===== config.mk =====
export PLATFORM = sky130hd
export DESIGN_NAME = log2pm_cell
export DESIGN_NICKNAME = d
export VERILOG_FILES = /design/src/rtl/log2pm_pkg.sv /design/src/rtl/log2pm_cell.sv
export SDC_FILE = /design/constraint.sdc
export NUM_CORES = 2
export LEC_CHECK = 0
export ABC_AREA = 0
export BUFFER_PORTS_ARGS = -buffer_cell sky130_fd_sc_hd__buf_2
export CORE_ASPECT_RATIO = 1.2
export CORE_MARGIN = 4
export CORE_UTILIZATION = 58
export DETAILED_ROUTE_END_ITERATION = 6
export HOLD_SLACK_MARGIN = 0.06
export PLACE_DENSITY_LB_ADDON = 0.3
export SLEW_MARGIN = 20
export SYNTH_ARGS = -nofsm -noshare
export SYNTH_HDL_FRONTEND = slang
export SYNTH_SLANG_ARGS = --single-unit

===== constraint.sdc =====
create_clock -name clock -period 14.3 [get_ports clock]
set_input_delay 2.86 -clock clock [delete_from_list [all_inputs] [get_ports clock]]
set_output_delay 2.86 -clock clock [all_outputs]
set_load 0.01 [all_outputs]

===== src/rtl/log2pm_pkg.sv =====
// Package for the log2 presence mapper: widths, window constants, stage type, helpers.
`default_nettype none
package log2pm_pkg;

   localparam int MAG_W     = 32;
   localparam int EXP_W     = 5;
   localparam int MANT_W    = 31;
   localparam int FRAC_W    = 16;
   localparam int LOG_W     = 21;
   localparam int PRES_W    = 31;
   localparam int NORM_W    = MAG_W + MANT_W - 1;
   localparam int NUM_CELLS = 16;
   localparam int DIFF_W    = 20;
   localparam int QUO_W     = 18;
   localparam int QLO_W     = 14;
   localparam int RECIP_SH  = 21;
   localparam int SPAN_SH   = 13;

   localparam logic [LOG_W-1:0]  WIN_LO    = LOG_W'(15 << 16);
   localparam logic [LOG_W-1:0]  WIN_HI    = LOG_W'(27 << 16);
   localparam logic [PRES_W-1:0] FULL_Q31  = {PRES_W{1'b1}};
   localparam logic [DIFF_W-1:0] HALF_SPAN = DIFF_W'(393216);
   localparam logic [DIFF_W-1:0] RECIP3    = DIFF_W'(699051);

   typedef struct packed {
      logic              valid;
      logic [EXP_W-1:0]  exp;
      logic [MANT_W-1:0] mant;
      logic [FRAC_W-1:0] frac;
   } stage_type;

   // floor((b * 2^13 + fl) / 3) for b in 0..2 and fl in -2..1
   function automatic logic signed [QLO_W-1:0] qlo_of(input logic [1:0] b,
                                                      input logic [1:0] fl);
      logic signed [QLO_W-1:0] q;
      case ({b, fl})
         4'b00_10: q = -QLO_W'(1);
         4'b00_11: q = -QLO_W'(1);
         4'b00_00: q = QLO_W'(0);
         4'b00_01: q = QLO_W'(0);
         4'b01_10: q = QLO_W'(2730);
         4'b01_11: q = QLO_W'(2730);
         4'b01_00: q = QLO_W'(2730);
         4'b01_01: q = QLO_W'(2731);
         4'b10_10: q = QLO_W'(5460);
         4'b10_11: q = QLO_W'(5461);
         4'b10_00: q = QLO_W'(5461);
         4'b10_01: q = QLO_W'(5461);
         default:  q = QLO_W'(0);
      endcase
      return q;
   endfunction

endpackage
`default_nettype wire


===== src/rtl/log2pm_cell.sv =====
// One squaring cell: squares the Q30 mantissa and shifts in one fraction bit.
`default_nettype none
module log2pm_cell (
   input  wire logic             clock,
   input  wire logic             reset,
   input  wire logic             adv,
   input  log2pm_pkg::stage_type st_i,
   output log2pm_pkg::stage_type st_o
);
   import log2pm_pkg::*;

   logic [2*MANT_W-1:0] sq;
   logic [MANT_W:0]     m2;
   stage_type           st_in;
   stage_type           st_ff;

   always_comb begin
      sq          = {{MANT_W{1'b0}}, st_i.mant} * {{MANT_W{1'b0}}, st_i.mant};
      m2          = sq[2*MANT_W-1:MANT_W-1];
      st_in.valid = st_i.valid;
      st_in.exp   = st_i.exp;
      st_in.mant  = m2[MANT_W] ? m2[MANT_W:1] : m2[MANT_W-1:0];
      st_in.frac  = {st_i.frac[FRAC_W-2:0], m2[MANT_W]};
   end

   always_ff @(posedge clock) begin
      if (reset) begin
         st_ff.valid <= 1'b0;
      end else if (adv) begin
         st_ff <= st_in;
      end
   end

   assign st_o = st_ff;

endmodule
`default_nettype wire


==> flow_summary.toml <==
[detailed_routing]
wl_um = 68900
wl_per_cell_um = 19.0
drtPass1Iterations = 5
ant_nets = 0
drc = 0
drt-vias-per-instance = 5.42
vias = 19729
drt_iter0_markers = 1104

[die]
die_w_um = 211
num_rows = 89
start_util_pct = 58.6
ios = 109
core_um2 = 49100
die-height_um = 252
die-area_um2 = 53300

[sta]
tightest_slew_ns = 0.928
fmax_mhz = 86.0
finalHoldViolations = 0
final-setup-viol-count = 0
post-route-period-util_pct = 81.3
rsz0062_at_grt = "false"
drv_slew = 0
final.setup.tns_ns = 0
fin_crit_ns = 11.62
slew_headroom_pct = 38.2
skew_ns = 0

[worst_setup_path]
required_ns = 14.34
rr_worst_depth = 2
cp_max_fo = 30
timing.rr.end = "st_o[52]$_SDFFE_PP0P_"
crit_type = "input pin to flop"
endpoint_kind = "flop"
worstSetupStartpointType = "input pin"
arrival_ns = 11.66
r2r_setup_slack_ns = 13.72
crit_start = "st_i[31]"
r2r-start = "st_o[52]$_SDFFE_PP0P_"

[global_routing]
grt_antenna_before_repair = 2
grt_use_met3_pct = 3.35
grtUsageTotal_pct = 27.3
use_met1_pct = 31.6
grt_first_pass_wirelength_um = 115000
gr-max-usage-layer = "met2"
grtUsageMet2_pct = 49.7
grt_pass1_vias = 23151
grt_max_degree = 53
grt-ovfl-total = 0

[clock_tree]
cts_root_buffer = "clkbuf_16"
h-tree-depth = 2
clockBufferDepth = 2
clkTransAtPathRegs_ns = 0.07
cts_hold_buffers = 0
clk_latency_ns = 0.29
clock-sinks = 53
cts_buffers = 5
postCtsResizedCells = 0
cts_tree = "built"
postCtsSetupBuffers = 0

[layout]
syn2layout_area_growth_pct = 3.99
nets = 4069
final_util_pct = 61.0
largest_register_ffs = 53
drive_above_1_share_pct = 5.04

[synth]
synth_warnings = 0
synthFlopType = "edfxtp_1"
synth_edf_count = 52
ys_types = 60
yosysSeqAreaShare_pct = 5.49
async_flop_share_pct = 0
postSynthAreaPerCell_um2 = 9.67
ys_ff_latch = 53
synthesis.area_um2 = 28800
synth_nets = 4051
syn_inst = 2979

[placement]
gp_congestion = 0.953
portBuffers = 107
dp_hpwl_um = 56400

[run_status]
run_status = "finished, final reports clean"

[worst_hold_path]
hold_class = "flop to flop"
hp-start = "st_o[52]$_SDFFE_PP0P_"
hold-path-endpoint = "st_o[52]$_SDFFE_PP0P_"
hold_depth = 2

[job]
max_cap_violations = 0
final cells by class:
class | instances | area, µm²
multi-input cells | 1906 | 23400
clock inverters | 2 | 13.8
fillers | 4069 | 19200
repair buffers | 117 | 611
diodes | 2 | 5.00
inverters | 914 | 3430
clock buffers | 6 | 129
flip-flops and latches | 53 | 1580
well taps | 637 | 797
Yosys cell counts, drive strengths merged, types with 7 or more instances:
master    n  area share, %
xor2     27           0.82
ha      269             12
nor2     56           0.73
o21a      8           0.21
nand4    15           0.33
fa      747             52
clkbuf   99            1.3
o21bai   11           0.30
xnor2    32           0.97
nand3    13           0.23
edfxtp   52            5.4
nand2   292            3.8
nor2b     9           0.20
nor3      9           0.16
mux2i    29            1.0
buf       7           0.17
a21o     34           0.89
and2    188            4.1
a21oi    65            1.2
inv     913             12
o21ai    30           0.60
cell families after synthesis:
group	count (synthesis)	synth area share (%)
AO/OA/AOI/OAI	187	4.32
XOR/XNOR	59	1.79
adder cells (fa/ha/maj)	1016	63.6
buffers and inverters	1020	13.4
flip-flops	53	5.49
multiplexers	35	1.24
AND/OR/NAND/NOR	609	10.2
metal layers:
metal	wire length (µm)	part of all wire (%)
met5	0	0
met4	4660	6.8
met3	3440	5.0
met2	36900	53
met1	24000	35
worst max-delay path by stage:
| stage | slack, ns | end | cells past startpoint |
|---|---|---|---|
| finish | 2.68 | st_o[46]$_SDFFCE_PP1P_ | 27 |
| floorplan | 4.11 | st_o[16]$_DFFE_PP_ | 26 |
| detailed placement | 2.44 | st_o[46]$_SDFFCE_PP1P_ | 27 |
| CTS | 2.74 | st_o[46]$_SDFFCE_PP1P_ | 27 |
| global placement | 2.52 | st_o[46]$_SDFFCE_PP1P_ | 27 |
| global route | 2.34 | st_o[46]$_SDFFCE_PP1P_ | 27 |
placed cells by master (no fill, tap or decap), types with 6 or more instances in the layout:
master    Yosys  routed
buf_4         1      10
ha_1        269     269
nand2_1     292     292
xnor2_1      32      32
mux2_2        6       6
inv_1       913     913
a21oi_1      63      63
edfxtp_1     52      52
mux2i_1      29      29
o21ai_0      25      25
nand2b_1      6       6
o21a_1        8       8
or2_2         6       6
nor2_1       56      56
xor2_1       27      27
a21o_1       34      34
nand4_1      15      15
and2_1      188     188
nor2b_1       9       8
o21bai_1     10      10
nand3_1      13      13
buf_2         3     107
nor3_1        9       9
fa_1        747     747
critical path: stages:
cell and delay [ns]:
buf_2 0.08, buf_4 0.35, clkinv_1 0.45, nor2_1 0.48, fa_1 0.52, fa_1 0.55, inv_1 0.06, fa_1 0.56
fa_1 0.48, fa_1 0.56, inv_1 0.05, fa_1 0.38, fa_1 0.55, fa_1 0.43, ha_1 0.36, a21oi_1 0.21
o21ai_0 0.11, a211oi_1 0.52, o31ai_1 0.26, o21ai_2 0.27, a21oi_4 0.12, o21ai_4 0.24, o21bai_2 0.12, a211oi_4 0.20
buf_4 0.43, inv_1 0.13, or2_2 0.32
per-stage QoR:
| step | std cells | setup slack (ns) | area [µm²] | hold WS (ns) |
|---|---|---|---|---|
| 4_1_cts | 3635 | 2.74 | 29900 | 0.502 |
| 5_1_grt | 3637 | 2.34 | 30000 | 0.558 |
| 6_report | 3637 | 2.68 | 30000 | 0.494 |
| 3_5_place_dp | 3627 | 2.44 | 29800 | 0.494 |
| 2_1_floorplan | 2979 | 4.11 | 28800 | 0.528 |
| 3_3_place_gp | 3627 | 2.52 | 29800 | 0.468 |
Power is not shown: default switching activity piles up to over one toggle a cycle in this logic, so the estimate is an artifact.
