### config.mk
export PLATFORM = sky130hd
export DESIGN_NAME = log2pm_norm
export DESIGN_NICKNAME = d
export VERILOG_FILES = /design/src/rtl/log2pm_pkg.sv /design/src/rtl/log2pm_norm.sv
export SDC_FILE = /design/constraint.sdc
export NUM_CORES = 1
export LEC_CHECK = 0
export BUFFER_PORTS_ARGS = -buffer_cell sky130_fd_sc_hd__buf_4
export CORE_AREA = 2 2 115 117
export DETAILED_ROUTE_END_ITERATION = 7
export DIE_AREA = 0 0 117 119
export GPL_ROUTABILITY_DRIVEN = 1
export GPL_TIMING_DRIVEN = 0
export PLACE_DENSITY_LB_ADDON = 0.3
export SETUP_SLACK_MARGIN = 0.1
export SYNTH_ARGS = -nofsm -noshare
export SYNTH_HDL_FRONTEND = slang
export SYNTH_SLANG_ARGS = --single-unit
### constraint.sdc
create_clock -name clock -period 11.6 [get_ports clock]
set_input_delay 1.74 -clock clock [delete_from_list [all_inputs] [get_ports clock]]
set_output_delay 1.74 -clock clock [all_outputs]
set_load 0.1 [all_outputs]
### src/rtl/log2pm_pkg.sv
// Package for the log2 presence mapper: widths, window constants, stage type, helpers.
`default_nettype none
package log2pm_pkg;

   localparam int MAG_W     = 32;
   localparam int EXP_W     = 5;
   localparam int MANT_W    = 31;
   localparam int FRAC_W    = 16;
   localparam int LOG_W     = 21;
   localparam int PRES_W    = 31;
   localparam int NORM_W    = MAG_W + MANT_W - 1;
   localparam int NUM_CELLS = 16;
   localparam int DIFF_W    = 20;
   localparam int QUO_W     = 18;
   localparam int QLO_W     = 14;
   localparam int RECIP_SH  = 21;
   localparam int SPAN_SH   = 13;

   localparam logic [LOG_W-1:0]  WIN_LO    = LOG_W'(15 << 16);
   localparam logic [LOG_W-1:0]  WIN_HI    = LOG_W'(27 << 16);
   localparam logic [PRES_W-1:0] FULL_Q31  = {PRES_W{1'b1}};
   localparam logic [DIFF_W-1:0] HALF_SPAN = DIFF_W'(393216);
   localparam logic [DIFF_W-1:0] RECIP3    = DIFF_W'(699051);

   typedef struct packed {
      logic              valid;
      logic [EXP_W-1:0]  exp;
      logic [MANT_W-1:0] mant;
      logic [FRAC_W-1:0] frac;
   } stage_type;

   // floor((b * 2^13 + fl) / 3) for b in 0..2 and fl in -2..1
   function automatic logic signed [QLO_W-1:0] qlo_of(input logic [1:0] b,
                                                      input logic [1:0] fl);
      logic signed [QLO_W-1:0] q;
      case ({b, fl})
         4'b00_10: q = -QLO_W'(1);
         4'b00_11: q = -QLO_W'(1);
         4'b00_00: q = QLO_W'(0);
         4'b00_01: q = QLO_W'(0);
         4'b01_10: q = QLO_W'(2730);
         4'b01_11: q = QLO_W'(2730);
         4'b01_00: q = QLO_W'(2730);
         4'b01_01: q = QLO_W'(2731);
         4'b10_10: q = QLO_W'(5460);
         4'b10_11: q = QLO_W'(5461);
         4'b10_00: q = QLO_W'(5461);
         4'b10_01: q = QLO_W'(5461);
         default:  q = QLO_W'(0);
      endcase
      return q;
   endfunction

endpackage
`default_nettype wire

### src/rtl/log2pm_norm.sv
// Input register, leading-one detect and Q30 mantissa normalization.
`default_nettype none
module log2pm_norm (
   input  wire logic                      clock,
   input  wire logic                      reset,
   input  wire logic                      adv,
   input  wire logic                      in_valid,
   input  wire logic [31:0]               in_magnitude,
   output log2pm_pkg::stage_type          st_out
);
   import log2pm_pkg::*;

   logic              v1_ff;
   logic [MAG_W-1:0]  x1_ff;
   logic              v2_ff;
   logic [MAG_W-1:0]  x2_ff;
   logic [EXP_W-1:0]  e2_ff;
   logic [EXP_W-1:0]  e2_in;
   logic [NORM_W-1:0] wide;
   stage_type         st_ff;
   stage_type         st_in;

   always_comb begin
      e2_in = '0;
      for (int k = 1; k < MAG_W; k++) begin
         if (x1_ff[k]) begin
            e2_in = EXP_W'(k);
         end
      end
   end

   always_comb begin
      wide        = {x2_ff, {(MANT_W-1){1'b0}}} >> e2_ff;
      st_in.valid = v2_ff;
      st_in.exp   = e2_ff;
      st_in.mant  = wide[MANT_W-1:0];
      st_in.frac  = '0;
   end

   always_ff @(posedge clock) begin
      if (reset) begin
         v1_ff       <= 1'b0;
         v2_ff       <= 1'b0;
         st_ff.valid <= 1'b0;
      end else if (adv) begin
         v1_ff <= in_valid;
         x1_ff <= in_magnitude;
         v2_ff <= v1_ff;
         x2_ff <= x1_ff;
         e2_ff <= e2_in;
         st_ff <= st_in;
      end
   end

   assign st_out = st_ff;

endmodule
`default_nettype wire

==> summary.md, run 1 <==
| Metric | Value |
|---|---|
| Status | completed |
| Starting Density | 0.4330 |
| Fillers | 1122 |
| Final core occ | 0.5243 |
| CTS Root Cell | clkbuf_16 |
| # port buffers | 72 |
| Gr ovfl total | 0 |
| Reg-to-Reg Start | e2_ff[1] |
| Area delta synth->final | 21.07% |
| CTS tree | done |
| GPL Wtd Cong | 0.9162 |
| Fin crit share | 0.2481 |
| Worst path required time | 11650 ps |
| Latest clock arrival within the worst-skew pair | 360 ps |
| Post-Synth Simple-Gate Area | 0.09874 |
| Synth Area in Adders | 0 |
| Number of synthesized flops with an enable pin | 105 |
| Final setup skew | 8.801 ps |
| Clock power frac | 0.341 |
| XOR/XNOR Fraction of Synth Area | 0 |
| Register area share after synthesis | 0.5763 |
| Final hold violation count | 0 |
| ANT cells | 0 |
| Clk slew on worst S/H paths | 70 ps |
| Mux share of post-synthesis cell area | 0.1528 |
| Num Clock Sinks | 108 |
| ANT nets after route | 0 |
| Total GRT Usage | 0.2011 |
| Slew Limit Fails | 0 |
| Largest net degree at the start of global routing | 39 |
| Sequential power share | 0.498 |
| Achievable frequency | 347.4 MHz |
| Net Switching | 0.2588 mW |
| Type of origin of the critical path | primary input |
| Post-route DRC | 0 |
| Number of global-route vias before repair | 3842 |
| Crit path kind | primary input to flop |
| RSZ-0062 raised after global routing | false |
| Net Sw Frac | 0.2783 |
| Compound-Gate Fraction of Synth Area | 0.1214 |
| Max FO, Critical Path | 38 |
| DR vias | 3983 |
| Max VDD drop | 100.7 uV |
| DP HPWL | 10260 um |
| Seq. cell area | 3213 um2 |
| Post-CTS sizing | 0 |
| Synth warn | 0 |
| Int Pwr | 0.6710 mW |
| Max-slew headroom | 0.4030 |
| Worst path arrival time | 2920 ps |
| Max-cap violation count | 0 |
| Num rows | 42 |
| Most used DFF post-synth | edfxtp_1 |
| Placed inst area | 6440 um2 |
| Worst-margin pin slew | 893.7 ps |
| Hold Crit Class | flop to flop |
| Synth async-reset ratio | 0 |
| Die Area | 13920 um2 |
| Synth cell types | 52 |
| Die height | 119 um |
| Final instance area | 6750 um2 |
| Worst Setup End Kind | flop |
| Inserted Clock Buffers | 9 |
| Sum Neg Setup Slack | 0 ps |
| Routed WL | 13400 um |
| Fin nets | 577 |
| DR iter-0 viols | 311 |
| LEAKAGE | 2.594 nW |
| Area occupied by multi-input gates | 2147 um2 |
| Avg Inst Size Synth | 12.64 um2 |
| DR WL/cell | 18.56 um |
| Max Root-Sink Buffers | 2 |
| H-tree levels | 3 |
| Logic pwr share | 0.161 |
| First-pass GRT wire length | 20960 um |
| Vias per cell | 5.517 |
| Largest family of logic cells by synthesized area | multiplexers |
| Synthesized area | 5575 um2 |
| Initial antenna violation count | 0 |
| Layout cells sized above 1 | 0.2839 |
| Setup violators final | 0 |
| Pwr dens | 137.7 nW/um2 |
| Clock period minus worst slack | 2878 ps |
| Mapped Cells | 441 |
| Hold path startpoint | x1_ff[0] |
| I/O pins | 89 |
| Initial DRT Pass Iterations | 6 |
| Core area | 12870 um2 |
| Crit path from | adv |
| Yosys reg bits | 108 |
| Die W | 117 um |
| Setup bufs post-CTS | 0 |
| Cts hold-fix bufs | 0 |
==> per-stage QoR <==
step	cells	power (mW)	setup slack (ps)	hold WS, ps
after global placement	704	0.6205	3153	402.4
after CTS	722	0.9362	8707	435.3
final	722	0.9298	8722	430.9
after detailed placement	706	0.6200	8337	418.0
after floorplan	456	0.5835	4608	400.3
after global routing	722	0.9644	8618	443.6
==> final timing paths <==
kind	slack (ps)	to	cells past startpoint
worst min-delay path	430	x2_ff[0]	0
worst min register to register	430	x2_ff[0]	0
worst max-delay path	8720	st_out[25]	3
worst max register to register	9320	st_out[46]	6
==> state kept, by name (all words and copies together), names as in the netlist <==
name    flops
x2_ff      32
v1_ff       1
x1_ff      32
v2_ff       1
st_out     37
e2_ff       5
==> layer usage <==
| layer | vias to the layer above | share of wire | wire, um | track usage |
|---|---|---|---|---|
| met5 | - | 0 | 0 | 0 |
| li1 | 1885 | - | - | - |
| met3 | 31 | 0.061 | 820 | 0.05394 |
| met4 | 0 | 0.028 | 379 | 0.07426 |
| met2 | 164 | 0.50 | 6666 | 0.3273 |
| met1 | 1903 | 0.41 | 5537 | 0.2568 |
==> worst max-delay path, cell delays in order <==
cell,delay [ps]
buf_4,110
nor2b_4,740
buf_12,300
==> power by group through the flow <==
stage	Clock (mW)	Sequential (mW)	Combinational, mW
final	0.317	0.463	0.149
after global routing	0.342	0.466	0.157
after CTS	0.324	0.463	0.149
after detailed placement	0	0.472	0.148
after global placement	0	0.474	0.146
after floorplan	0	0.508	0.0753
==> Yosys cell counts (7+ instances only) <==
cell type | n | share of area
inv_1 | 8 | 0.0054
mux4_2 | 17 | 0.069
nor3_1 | 8 | 0.0072
mux2_2 | 15 | 0.030
a22oi_1 | 9 | 0.012
buf_4 | 17 | 0.023
o21ai_0 | 17 | 0.015
o22ai_1 | 9 | 0.010
mux2i_1 | 30 | 0.054
buf_2 | 10 | 0.0090
nand2_1 | 35 | 0.024
nor2b_1 | 7 | 0.0079
nor2_1 | 52 | 0.035
a21oi_1 | 15 | 0.013
edfxtp_1 | 105 | 0.57
==> cell type report <==
cell class,instances,area share
Clock buffer,11,0.03596
Timing Repair Buffer,74,0.08601
Clock inverter,5,0.01001
Tap cell,176,0.03262
Inverter,10,0.005561
Buffer,37,0.03577
Sequential cell,108,0.4760
Multi-Input combinational cell,301,0.3181
==> layout by cell type (no fill, tap or decap), drive strengths merged, types with 12 or more instances in the layout <==
| cell type | instances |
|---|---|
| a21oi | 15 |
| buf | 105 |
| clkbuf | 17 |
| conb | 16 |
| edfxtp | 105 |
| inv | 12 |
| mux2 | 15 |
| mux2i | 30 |
| mux4 | 17 |
| nand2 | 35 |
| nor2 | 52 |
| o21ai | 19 |
==> cell families (layout without fill, tap and decap cells) <==
kind of cell | count (synthesis) | after routing
AND/OR/NAND/NOR | 125 | 125
flip-flops | 108 | 108
AO/OA/AOI/OAI | 98 | 98
multiplexers | 62 | 62
buffers and inverters | 47 | 137
other | 1 | 16
Power figures use the tool's default switching activity.
==> run 2, diff against run 1 <==
- clock period: 11.6 -> 2.4 ns (I/O delays scaled with it)
==> summary.md, run 2 (synthesized netlist as in run 1, its figures left out) <==
| Metric | Value |
|---|---|
| RSZ-0062 raised after global routing | true |
| Met1 Use GR | 0.2569 |
| Final hold violation count | 0 |
| Post-route DRC | 0 |
| Worst path arrival time | 2320 ps |
| Initial antenna violation count | 0 |
| Max-slew headroom | 0.5684 |
| Latest clock arrival within the worst-skew pair | 360 ps |
| Number of global-route vias before repair | 3904 |
| Vias per cell | 5.462 |
| Max-cap violation count | 0 |
| Total Power | 4.471 mW |
| DR WL/cell | 18.64 um |
| Num rows | 42 |
| Num Clock Sinks | 108 |
| Max VDD drop | 568.4 uV |
| Gr busiest metal | met2 |
| CTS Root Cell | clkbuf_16 |
| Area occupied by multi-input gates | 2168 um2 |
| Most frequent cells in the layout | edfxtp_1, buf_4, nor2_1, nand2_1, mux2i_1 |
| Worst-margin pin slew | 645.1 ps |
| Status | completed |
| Layout cells sized above 1 | 0.2907 |
| Worst reg2reg path depth | 6 |
| Setup bufs post-CTS | 0 |
| Net Switching | 1.250 mW |
| H-tree levels | 3 |
| Met3 Track Usage GR | 0.05598 |
| Pwr dens | 657.4 nW/um2 |
| Gr ovfl total | 0 |
| DR iter-0 viols | 297 |
| Total GRT Usage | 0.2023 |
| Final instance area | 6800 um2 |
| Reg-to-reg endpoint | st_out[44] |
| Cell Count, Final, Fillers Out | 723 |
| Sum Neg Setup Slack | 0 ps |
| Max Root-Sink Buffers | 2 |
| Placed Cells | 707 |
| Int Pwr | 3.221 mW |
| Worst path required time | 2500 ps |
| LEAKAGE | 2.605 nW |
| Max FO, Critical Path | 10 |
| Slew Limit Fails | 0 |
| Type of origin of the critical path | flop |
| Initial DRT Pass Iterations | 6 |
| Hold Path Depth | 1 |
| Core area | 12870 um2 |
| Hold Crit Class | primary input to flop |
| Clk slew on worst S/H paths | 70 ps |
| ANT cells | 0 |
| Largest register FFs | 37 |
| Area delta synth->final | 21.97% |
| Die height | 119 um |
| DR vias | 3949 |
| Fin nets | 578 |
| Inserted Clock Buffers | 9 |
| Final setup skew | 10.90 ps |
| First-pass GRT wire length | 21090 um |
| Reg2Reg Setup Slack | 180 ps |
| Starting Density | 0.4330 |
| Fillers | 1124 |
| Logic pwr share | 0.164 |
| Met2 GRT Util | 0.3244 |
| GPL Wtd Cong | 0.9216 |
| Routed WL | 13480 um |
| ANT nets after route | 0 |
| CTS tree | done |
| Clock period minus worst slack | 2219 ps |
| Clock power frac | 0.335 |
| Seq. cell area | 3213 um2 |
| DP HPWL | 10530 um |
| Placed inst area | 6475 um2 |
| Largest net degree at the start of global routing | 40 |
| Achievable frequency | 450.6 MHz |
| Sequential power share | 0.500 |
| Reg-to-Reg Start | e2_ff[1] |
| Crit path kind | flop to flop |
| Hold path startpoint | in_magnitude[28] |
| Net Sw Frac | 0.2796 |
| Worst Hold Slack | 171.1 ps |
| I/O pins | 89 |
| Die Area | 13920 um2 |
| # port buffers | 72 |
| Worst Hold End | x1_ff[28] |
| Die W | 117 um |
| Worst Setup End Kind | flop |
| Fin crit share | 0.9246 |
| Setup violators final | 0 |
| Most common cell after layout, fill and taps aside | edfxtp_1 |
-- run 2: worst max-delay path, stage by stage, from the launching register on --
cell	delay, ps
edfxtp_1	400
buf_6	180
mux4_2	570
mux2i_2	380
nor2_1	70
a221oi_1	240
nand3_1	120
-- run 2: per-layer routing --
layer,share of wire,wire (um)
met3,0.049,667
met2,0.49,6657
met5,0,0
met4,0.029,386
met1,0.43,5763
-- run 2: final cells by class --
type,count,share of cell area
timing repair buffer,75,0.09052
tap,176,0.03238
clock inverter,5,0.009568
inverter,10,0.005520
sequential,108,0.4725
clock buffer,11,0.03422
multi-input combinational,301,0.3189
buffer,37,0.03643
-- run 2: worst max-delay path by stage --
stage	start	end	slack, ps
5_1_grt	e2_ff[1]	st_out[44]	90
3_3_place_gp	adv	st_out[21]	-540
2_1_floorplan	adv	e2_ff[0]	30
3_5_place_dp	e2_ff[0]	st_out[44]	130
6_report	e2_ff[1]	st_out[44]	180
4_1_cts	e2_ff[0]	st_out[44]	110
-- run 2: timing repair --
action                     CTS  global route
resized for setup            0             8
hold buffers                 0             0
setup endpoints to repair    0             4
-- run 2: power groups by stage --
stage / clock network (mW) / registers, mW / logic (mW)
4_1_cts: 1.52 / 2.24 / 0.728
2_1_floorplan: 0 / 2.45 / 0.365
3_3_place_gp: 0 / 2.28 / 0.709
3_5_place_dp: 0 / 2.28 / 0.727
5_1_grt: 1.60 / 2.25 / 0.774
6_report: 1.50 / 2.24 / 0.735
-- run 2: per-stage QoR --
step / setup slack [ps] / util
global placement: -538.3 / 0.4971
finish: 180.8 / 0.5282
detailed placement: 127.5 / 0.5029
global route: 87.49 / 0.5282
floorplan: 26.58 / -
CTS: 108.4 / 0.5260
