### config.mk
export PLATFORM = sky130hd
export DESIGN_NAME = log2pm_map
export DESIGN_NICKNAME = d
export VERILOG_FILES = /design/src/rtl/log2pm_pkg.sv /design/src/rtl/log2pm_map.sv
export SDC_FILE = /design/constraint.sdc
export NUM_CORES = 1
export LEC_CHECK = 0
export ABC_AREA = 1
export BUFFER_PORTS_ARGS = -buffer_cell sky130_fd_sc_hd__buf_2
export CAP_MARGIN = 0
export CORE_UTILIZATION = 45
export DETAILED_ROUTE_END_ITERATION = 10
export GPL_ROUTABILITY_DRIVEN = 1
export SYNTH_ARGS = -nofsm -noshare
export SYNTH_HDL_FRONTEND = slang
export SYNTH_SLANG_ARGS = --single-unit
### constraint.sdc
create_clock -name clock -period 9.25 [get_ports clock]
set_clock_uncertainty 0.1 [all_clocks]
set_input_delay 0.4625 -clock clock [delete_from_list [all_inputs] [get_ports clock]]
set_output_delay 0.4625 -clock clock [all_outputs]
set_load 0.03 [all_outputs]
### src/rtl/log2pm_pkg.sv
// Package for the log2 presence mapper: widths, window constants, stage type, helpers.
`default_nettype none
package log2pm_pkg;

   localparam int MAG_W     = 32;
   localparam int EXP_W     = 5;
   localparam int MANT_W    = 31;
   localparam int FRAC_W    = 16;
   localparam int LOG_W     = 21;
   localparam int PRES_W    = 31;
   localparam int NORM_W    = MAG_W + MANT_W - 1;
   localparam int NUM_CELLS = 16;
   localparam int DIFF_W    = 20;
   localparam int QUO_W     = 18;
   localparam int QLO_W     = 14;
   localparam int RECIP_SH  = 21;
   localparam int SPAN_SH   = 13;

   localparam logic [LOG_W-1:0]  WIN_LO    = LOG_W'(15 << 16);
   localparam logic [LOG_W-1:0]  WIN_HI    = LOG_W'(27 << 16);
   localparam logic [PRES_W-1:0] FULL_Q31  = {PRES_W{1'b1}};
   localparam logic [DIFF_W-1:0] HALF_SPAN = DIFF_W'(393216);
   localparam logic [DIFF_W-1:0] RECIP3    = DIFF_W'(699051);

   typedef struct packed {
      logic              valid;
      logic [EXP_W-1:0]  exp;
      logic [MANT_W-1:0] mant;
      logic [FRAC_W-1:0] frac;
   } stage_type;

   // floor((b * 2^13 + fl) / 3) for b in 0..2 and fl in -2..1
   function automatic logic signed [QLO_W-1:0] qlo_of(input logic [1:0] b,
                                                      input logic [1:0] fl);
      logic signed [QLO_W-1:0] q;
      case ({b, fl})
         4'b00_10: q = -QLO_W'(1);
         4'b00_11: q = -QLO_W'(1);
         4'b00_00: q = QLO_W'(0);
         4'b00_01: q = QLO_W'(0);
         4'b01_10: q = QLO_W'(2730);
         4'b01_11: q = QLO_W'(2730);
         4'b01_00: q = QLO_W'(2730);
         4'b01_01: q = QLO_W'(2731);
         4'b10_10: q = QLO_W'(5460);
         4'b10_11: q = QLO_W'(5461);
         4'b10_00: q = QLO_W'(5461);
         4'b10_01: q = QLO_W'(5461);
         default:  q = QLO_W'(0);
      endcase
      return q;
   endfunction

endpackage
`default_nettype wire

### src/rtl/log2pm_map.sv
// Window mapping of the Q5.16 log onto Q31 presence, rounded and clamped.
`default_nettype none
module log2pm_map (
   input  wire logic             clock,
   input  wire logic             reset,
   input  wire logic             adv,
   input  log2pm_pkg::stage_type st_i,
   output logic                  out_valid,
   output logic [20:0]           out_log_q16,
   output logic [30:0]           out_presence_q31
);
   import log2pm_pkg::*;

   logic                    v1_ff;
   logic [LOG_W-1:0]        lg1_ff;
   logic [LOG_W-1:0]        lg1_in;
   logic [DIFF_W-1:0]       d1_ff;
   logic                    lo1_ff;
   logic                    hi1_ff;
   logic                    v2_ff;
   logic [LOG_W-1:0]        lg2_ff;
   logic [DIFF_W-1:0]       d2_ff;
   logic                    lo2_ff;
   logic                    hi2_ff;
   logic [QUO_W-1:0]        a2_ff;
   logic [2*DIFF_W-1:0]     prod;
   logic [DIFF_W-1:0]       three_a;
   logic [DIFF_W-1:0]       rem;
   logic [DIFF_W-1:0]       r;
   logic signed [QLO_W-1:0] qlo;
   logic [PRES_W:0]         qsum;

   assign lg1_in = {st_i.exp, st_i.frac};
   assign prod   = {{DIFF_W{1'b0}}, d1_ff} * {{DIFF_W{1'b0}}, RECIP3};

   always_ff @(posedge clock) begin
      if (reset) begin
         v1_ff <= 1'b0;
         v2_ff <= 1'b0;
      end else if (adv) begin
         v1_ff  <= st_i.valid;
         lg1_ff <= lg1_in;
         d1_ff  <= DIFF_W'(lg1_in - WIN_LO);
         lo1_ff <= (lg1_in <= WIN_LO);
         hi1_ff <= (lg1_in >= WIN_HI);
         v2_ff  <= v1_ff;
         lg2_ff <= lg1_ff;
         d2_ff  <= d1_ff;
         lo2_ff <= lo1_ff;
         hi2_ff <= hi1_ff;
         a2_ff  <= prod[RECIP_SH +: QUO_W];
      end
   end

   always_comb begin
      three_a = DIFF_W'({a2_ff, 1'b0}) + DIFF_W'(a2_ff);
      rem     = d2_ff - three_a;
      r       = HALF_SPAN - d2_ff;
      qlo     = qlo_of(rem[1:0], r[DIFF_W-1:DIFF_W-2]);
      qsum    = {1'b0, a2_ff, {SPAN_SH{1'b0}}}
              + {{(PRES_W+1-QLO_W){qlo[QLO_W-1]}}, qlo};
      if (lo2_ff) begin
         out_presence_q31 = '0;
      end else if (hi2_ff) begin
         out_presence_q31 = FULL_Q31;
      end else begin
         out_presence_q31 = qsum[PRES_W-1:0];
      end
   end

   assign out_valid   = v2_ff;
   assign out_log_q16 = lg2_ff;

endmodule
`default_nettype wire

==> results of run 1 <==
[layout make-up]
type	instances	area [sq um]	share of cell area [%]
multi-input combinational	858	7880	63.5
clock inverter	4	73.8	0.595
timing repair buffer	78	393	3.17
tap	330	413	3.33
inverter	315	1180	9.54
clock buffer	12	256	2.07
sequential	74	2200	17.8
[kinds of logic (layout without fill, tap and decap cells)]
kind of cell | Yosys count | count (layout) | synth area share [%]
buf+inv | 345 | 409 | 12.2
fa+ha+maj | 339 | 339 | 45.8
simple gates | 332 | 332 | 12.4
compound gates | 149 | 149 | 7.46
flops | 74 | 74 | 19.2
xor+xnor | 38 | 38 | 2.90
[final timing paths]
kind                     endpoint  cells after the start
setup / recovery        a2_ff[13]                     21
hold reg to reg   out_log_q16[17]                      0
setup reg to reg        a2_ff[13]                     21
hold / removal          lg1_ff[8]                      1
[registers in the layout, summed over array words and instances (netlist names), 4 cells and up]
signal,flops
lg1_ff,21
out_log_q16,21
a2_ff,18
d1_ff,4
d2_ff,4
[worst max-delay path, stage by stage, from the launching register on]
cell and delay, ps:
edfxtp_1 560, ha_1 430, xor2_1 540, ha_1 270
nor2_1 70, fa_1 490, inv_1 50, fa_1 500
fa_1 520, fa_1 490, ha_1 310, ha_1 380
nand2_1 130, inv_1 40, a21oi_1 250, nor2_1 70
nor2_1 150, o21ai_0 120, a21oi_1 180, nand2_1 80
nand2_1 50, nand2_1 50
[per-stage QoR]
stage	utilization (%)	cell area [sq um]	cells	hold WS [ps]
2_1_floorplan	-	11500	1277	300
3_3_place_gp	48.1	12100	1655	302
3_5_place_dp	48.1	12100	1655	306
4_1_cts	49.4	12400	1671	188
5_1_grt	49.4	12400	1671	195
6_report	49.4	12400	1671	197
[metal layers]
| metal | vias up | share of wire (%) | GRT usage (%) |
|---|---|---|---|
| li1 | 4171 | - | - |
| met1 | 3861 | 46 | 30.0 |
| met2 | 199 | 46 | 37.4 |
| met3 | 48 | 4.1 | 2.91 |
| met4 | 0 | 3.5 | 9.01 |
| met5 | - | 0 | 0 |
[synth_stat cells, types with 2 or more instances]
| master | number |
|---|---|
| ha_1 | 204 |
| dfxtp_1 | 2 |
| or2_2 | 3 |
| a211oi_1 | 2 |
| a21boi_0 | 2 |
| nor2_2 | 3 |
| xnor2_1 | 8 |
| nand2_1 | 158 |
| nor2_1 | 91 |
| edfxtp_1 | 72 |
| clkbuf_1 | 2 |
| nand3b_1 | 4 |
| o21ai_2 | 3 |
| or2_1 | 3 |
| nand2_2 | 2 |
| and3_1 | 2 |
| fa_1 | 135 |
| nor3_1 | 11 |
| a21o_1 | 7 |
| nor4_1 | 2 |
| nand2_4 | 2 |
| xor2_1 | 30 |
| inv_1 | 315 |
| a21oi_1 | 70 |
| and2_1 | 2 |
| a31oi_1 | 6 |
| o21ai_1 | 4 |
| nand3_1 | 37 |
| o21bai_1 | 10 |
| buf_4 | 28 |
| o21ai_0 | 37 |
| nand4_1 | 9 |
[cell usage in the layout (no fill, tap or decap), drive strengths merged, types with 7 or more instances in the layout]
cell type,synthesis,layout
a21o,7,7
a21oi,71,71
buf,28,78
clkbuf,2,12
edfxtp,72,72
fa,135,135
ha,204,204
inv,315,316
nand2,162,162
nand3,39,39
nand4,9,9
nor2,94,94
nor3,11,11
o21ai,44,44
o21bai,10,10
xnor2,8,8
xor2,30,30
==> impl_metrics.tcl, run 1 <==
set metrics [dict create \
    synthDistinctLibCells 43 \
    syn_area_sq_um 11500 \
    seq_area_frac_synth_pct 19.2 \
    critical_path.max_fanout 8 \
    synth_top_cell_area_share_pct 23.6 \
    dieArea_sq_um 26100 \
    violations "DRC" \
    clk_latency_ps 350 \
    crit_path_end_kind "register" \
    ys_warn_count 0 \
    clock.fmax_ghz 0.164 \
    ios 109 \
    yosysTopAreaCell "fa_1" \
    postSynth.asyncResetShare_pct 0 \
    critPathKind "reg -> reg" \
    status "complete, but fails checks" \
    place.port_buffers 77 \
    cts_setup_buffers 0 \
    grt_overflow_total 0 \
    fin_crit_sh_pct 65.9 \
    core_area_sq_um 25100 \
    grt_usage_pct 22.6 \
    slew_headroom_pct 36.5 \
    period_minus_slack_ps 6100 \
    cts_tree "yes" \
    holdBufCountCts 0 \
    die_h_um 162 \
    worst_pin_slew_ps 953 \
    syn_avg_cell_area_sq_um 8.98 \
    pre_cts_slack_ps 3210 \
    yosys-top-cells-area "fa_1 (24%), ha_1 (22%), edfxtp_1 (19%), inv_1 (10%), nand2_1 (5.2%)" \
    synth_edf_count 72 \
    drt-vias-per-instance 4.95 \
    hold_class "in -> reg" \
    antenna_cells 0 \
    synth_ff_type "edfxtp_1" \
    finalWeightedCongestion 0.949 \
    rows 58 \
    slew_viol_final 0 \
    r2r_start "lg1_ff[1]" \
    nets 1731 \
    clockRootBuffer "clkbuf_16" \
    antenna_found_initial 0 \
    cp.arrival_ps 6100 \
    die_w_um 162 \
    grt_max_degree 73 \
    dp_hpwl_mm 23.7 \
    vias 8279 \
    grt_pass1_vias 8575 \
    dr.pass1.iters 8 \
    ant_nets 0 \
    nFillCells 2441 \
    numCtsBuffers 9 \
    wl_per_cell_um 16.4 \
    grt_pass1_wl_mm 44.7 \
    area_delta_synth_final_pct 8.07 \
    drive_gt1_share_pct 8.28 \
    crit_path_start "lg1_ff[1]" \
    tns_ps 0 \
    setup_viol 0 \
    cts_resized 0 \
    rsz0062_at_grt "false" \
    synth_nets 1672 \
    syn_inst 1277 \
    drtIter0Drc 480 \
    layout_setup_ws_ps 3150 \
    cap_violations 0 \
    initial_utilization_pct 45.7 \
    finalHoldViolCount 0 \
    startpoint_type "register" \
    cp.required_ps 9250 \
    drcViolationCount 2 \
    rrSetupSlack_ps 3150 \
    h-tree-depth 3 \
    clockBufferDepth 2 \
    finalWirelength_mm 27.4 \
    hp-start "st_i[8]" \
    ys_ff_latch 74 \
    clk_pin_slew_ps 60 \
    cts_num_sinks 74 \
]
Power of run 1 is not shown: default switching activity piles up to over one toggle a cycle in this logic, so the estimate is an artifact.
==> run 2, diff against run 1 <==
- PLACE_DENSITY: unset -> 0.66
- clock period: 9.25 -> 5.2 ns (I/O delays scaled with it)
==> impl_metrics.tcl, run 2 (synthesis results as in run 1) <==
set metrics [dict create \
    post_dp_cell_area_sq_um 13400 \
    slew_viol_final 0 \
    initial_utilization_pct 45.7 \
    cts_num_sinks 74 \
    layout_commonest_cell "inv_1" \
    drcViolationCount 0 \
    fin_area_sq_um 15500 \
    antenna_found_initial 0 \
    die_w_um 162 \
    clock.fmax_ghz 0.186 \
    area_delta_synth_final_pct 35.2 \
    clockBufferDepth 2 \
    clockRootBuffer "clkbuf_16" \
    grt_pass1_vias 9905 \
    place.port_buffers 77 \
    drtIter0Drc 548 \
    ant_nets 0 \
    crit_path_end_kind "register" \
    startpoint_type "register" \
    slew_headroom_pct 33.4 \
    dp_hpwl_mm 25.6 \
    vias 9506 \
    clk_pin_slew_ps 60 \
    hold_class "in -> reg" \
    critPathKind "reg -> reg" \
    violations "setup timing" \
    dieArea_sq_um 26100 \
    grt_overflow_total 0 \
    grt_usage_pct 25.7 \
    finalWeightedCongestion 0.932 \
    final_cells 1860 \
    numCtsBuffers 9 \
    rsz0062_at_grt "true" \
    rows 58 \
    core_area_sq_um 25100 \
    cp.required_ps 5200 \
    layout_setup_ws_ps -188 \
    drt-vias-per-instance 5.11 \
    worst_pin_slew_ps 999 \
    die_h_um 162 \
    final_core_util_pct 61.8 \
    finalWirelength_mm 33.1 \
    drive_gt1_share_pct 34.5 \
    wl_per_cell_um 17.8 \
    grt_pass1_wl_mm 50.9 \
    h-tree-depth 3 \
    antenna_cells 0 \
    pre_cts_slack_ps -400 \
    clk_latency_ps 360 \
    final_cell_mix "inv_1 (281), buf_4 (146), ha_1 (145)" \
    status "complete, but fails checks" \
    cap_violations 0 \
    dr.pass1.iters 5 \
    setup_viol 16 \
    fin_crit_sh_pct 104 \
    ios 109 \
    nets 1920 \
    finalHoldViolCount 0 \
    place_inst 1793 \
    cts_tree "yes" \
    critical_path.max_fanout 4 \
    grt_max_degree 73 \
    cp.arrival_ps 5390 \
    period_minus_slack_ps 5390 \
]
==> run 2: cell count changes in the layout (fill, tap and decap cells not counted), moves of 17 or more <==
cell | previous run | this run
buf_4 | 1 | 146
ha_1 | 204 | 145
ha_4 | 0 | 56
nand2_1 | 158 | 111
inv_1 | 315 | 281
inv_2 | 0 | 33
nand2_2 | 2 | 32
a21oi_1 | 70 | 43
buf_6 | 0 | 27
nor2_1 | 90 | 65
a21oi_2 | 0 | 22
nor2_4 | 1 | 19
nand2_4 | 2 | 19
==> run 2: routing by layer <==
metal  up-vias  part of all wire [%]  global-route usage, %
met5         -                     0                      0
met4         0                   5.0                   12.5
met3       103                   4.5                   3.42
met2       307                    48                   44.0
met1      4562                    42                   32.1
li1       4534                     -                      -
==> run 2: layout make-up <==
type	count	area (sq um)
fill	2011	9600
multi-input combinational	858	9420
sequential	74	2200
timing repair buffer	267	1980
inverter	315	1180
tap	330	413
clock buffer	10	229
clock inverter	6	81.3
==> run 2: worst paths after layout <==
check,end,slack [ps],startpoint,depth (start not counted)
worst min-delay path,lg1_ff[6],7,st_i[6],1
worst min register to register,out_log_q16[20],320,lg1_ff[20],0
worst max-delay path,a2_ff[8],-190,lg1_ff[3],19
worst max register to register,a2_ff[8],-190,lg1_ff[3],19
==> run 2: what timing repair did <==
item | in CTS | in global routing
pin swaps | 146 | 88
endpoints found under the setup margin | 18 | 18
buffers inserted | 28 | 15
hold buffers | 15 | 0
hold endpoints to repair | 15 | 0
resized for setup | 213 | 109
==> run 2: critical path: stages (launching register included) <==
cell      delay, ps
edfxtp_1        520
ha_4            300
xor2_4          200
ha_1            280
inv_1            50
fa_1            540
inv_2            50
fa_1            580
fa_2            450
fa_1            550
ha_4            230
ha_4            260
a21o_1          220
a21oi_2         170
o21ai_1         100
a21oi_2         120
nand2_2         100
nand2_1          80
nand2_1          60
xor2_1          160
==> run 2: per-stage QoR <==
stage | setup TNS (ps) | hold WS (ps)
2_1_floorplan | 0 | 229
3_3_place_gp | -4980 | 302
3_5_place_dp | -5980 | 305
4_1_cts | -1240 | 1.90
5_1_grt | -5040 | 3.76
6_report | -2050 | 7.43
Power of run 2 is left out for the same reason.
==> run 3, diff against run 2 <==
- PLACE_DENSITY: 0.66 -> 0.63
==> impl_metrics.tcl, run 3 (synthesis results as in run 1) <==
set metrics [dict create \
    post_dp_cell_area_sq_um 13300 \
    rrSetupSlack_ps -180 \
    critPathKind "reg -> reg" \
    initial_utilization_pct 45.7 \
    hold_ws_ps 6.76 \
    slew_viol_final 0 \
    area_delta_synth_final_pct 33.3 \
    antenna_found_initial 0 \
    nFillCells 2096 \
    rsz0062_at_grt "true" \
    drive_gt1_share_pct 32.9 \
    critical_path.max_fanout 4 \
    seq_area_sq_um 2200 \
    grt_max_degree 38 \
    dr.pass1.iters 8 \
    grt_usage_pct 25.1 \
    grt_overflow_total 0 \
    worst_pin_slew_ps 1110 \
    layout_setup_ws_ps -180 \
    hold_class "in -> reg" \
    setup_viol 17 \
    place.port_buffers 77 \
    finalHoldViolCount 0 \
    drt-vias-per-instance 4.98 \
    finalWeightedCongestion 0.950 \
    r2r_start "lg1_ff[11]" \
    multiInputGateArea_sq_um 9280 \
    numCtsBuffers 9 \
    finalWirelength_mm 31.6 \
    cts_num_sinks 74 \
    vias 9247 \
    h-tree-depth 3 \
    clk_pin_slew_ps 70 \
    clockBufferDepth 2 \
    final_cells 1856 \
    cap_violations 0 \
    die_h_um 162 \
    grt_pass1_wl_mm 49.6 \
    wl_per_cell_um 17.0 \
    nets 1916 \
    dp_hpwl_mm 25.9 \
    dieArea_sq_um 26100 \
    period_minus_slack_ps 5380 \
    clk_latency_ps 350 \
    core_area_sq_um 25100 \
    ios 109 \
    status "complete, but fails checks" \
    cp.arrival_ps 5380 \
    hp-start "st_i[14]" \
    final_cell_mix "inv_1 (286), buf_4 (159), ha_1 (146)" \
    grt_pass1_vias 9737 \
    violations "DRC, setup timing" \
    antenna_cells 0 \
    crit_path_start "lg1_ff[11]" \
    startpoint_type "register" \
    final_core_util_pct 60.9 \
    cts_tree "yes" \
    slew_headroom_pct 25.6 \
    fin_area_sq_um 15300 \
    fin_crit_sh_pct 103 \
    clock.fmax_ghz 0.186 \
    die_w_um 162 \
    place_inst 1790 \
    cp.required_ps 5200 \
    crit_path_end_kind "register" \
    drcViolationCount 1 \
    ant_nets 0 \
    rows 58 \
    clockRootBuffer "clkbuf_16" \
    layout_commonest_cell "inv_1" \
    drtIter0Drc 536 \
]
==> run 3: cell count changes in the layout (fill, tap and decap cells not counted), sizes merged <==
| cell | delta |
|---|---|
| clkinvlp | +1 |
| dlygate4sd3 | -2 |
| clkbuf | -1 |
| buf | -2 |
| bufinv | +1 |
| clkinv | -1 |
==> run 3: layout make-up <==
cell class | count | share of cell area (%)
multi-input combinational | 858 | 60.7
sequential | 74 | 14.4
timing repair buffer | 263 | 12.2
inverter | 315 | 7.73
tap | 330 | 2.70
clock buffer | 9 | 1.47
clock inverter | 7 | 0.769
==> run 3: layer usage <==
metal	GRT usage (%)	vias to the layer above	share of wire [%]
met5	0	-	0
met4	11.7	0	4.3
met3	3.98	68	4.5
met2	41.7	246	47
met1	32.0	4408	44
li1	-	4525	-
==> run 3: worst paths after layout <==
| path | endpoint | cells past startpoint |
|---|---|---|
| min reg2reg | out_log_q16[19] | 0 |
| min | lg1_ff[14] | 1 |
| max | a2_ff[15] | 22 |
| max reg2reg | a2_ff[15] | 22 |
==> run 3: what timing repair did <==
action | in CTS | in global routing
pin swaps | 95 | 107
setup buffers | 23 | 15
endpoints found under the setup margin | 18 | 18
hold buffers | 13 | 0
resized for setup | 149 | 116
hold endpoints to repair | 13 | 0
==> run 3: critical path: stages (launching register included) <==
cell	delay, ps
edfxtp_1	460
buf_6	160
ha_4	260
ha_4	260
inv_2	30
fa_1	480
inv_2	50
fa_2	570
fa_1	440
fa_1	510
inv_1	50
fa_1	490
inv_2	50
ha_4	280
nand2_1	110
nor2_2	160
inv_2	70
nor3_2	150
nand3_1	120
nand2_2	120
a21oi_2	70
nand2_1	60
nand2_1	60
==> run 3: through the flow <==
step	TNS, ps	worst slack [ps]
floorplan	0	2.73
global placement	-5130	-445
detailed placement	-5620	-458
CTS	-2160	-224
global route	-5240	-376
finish	-2170	-180
Power of run 3 is left out for the same reason.
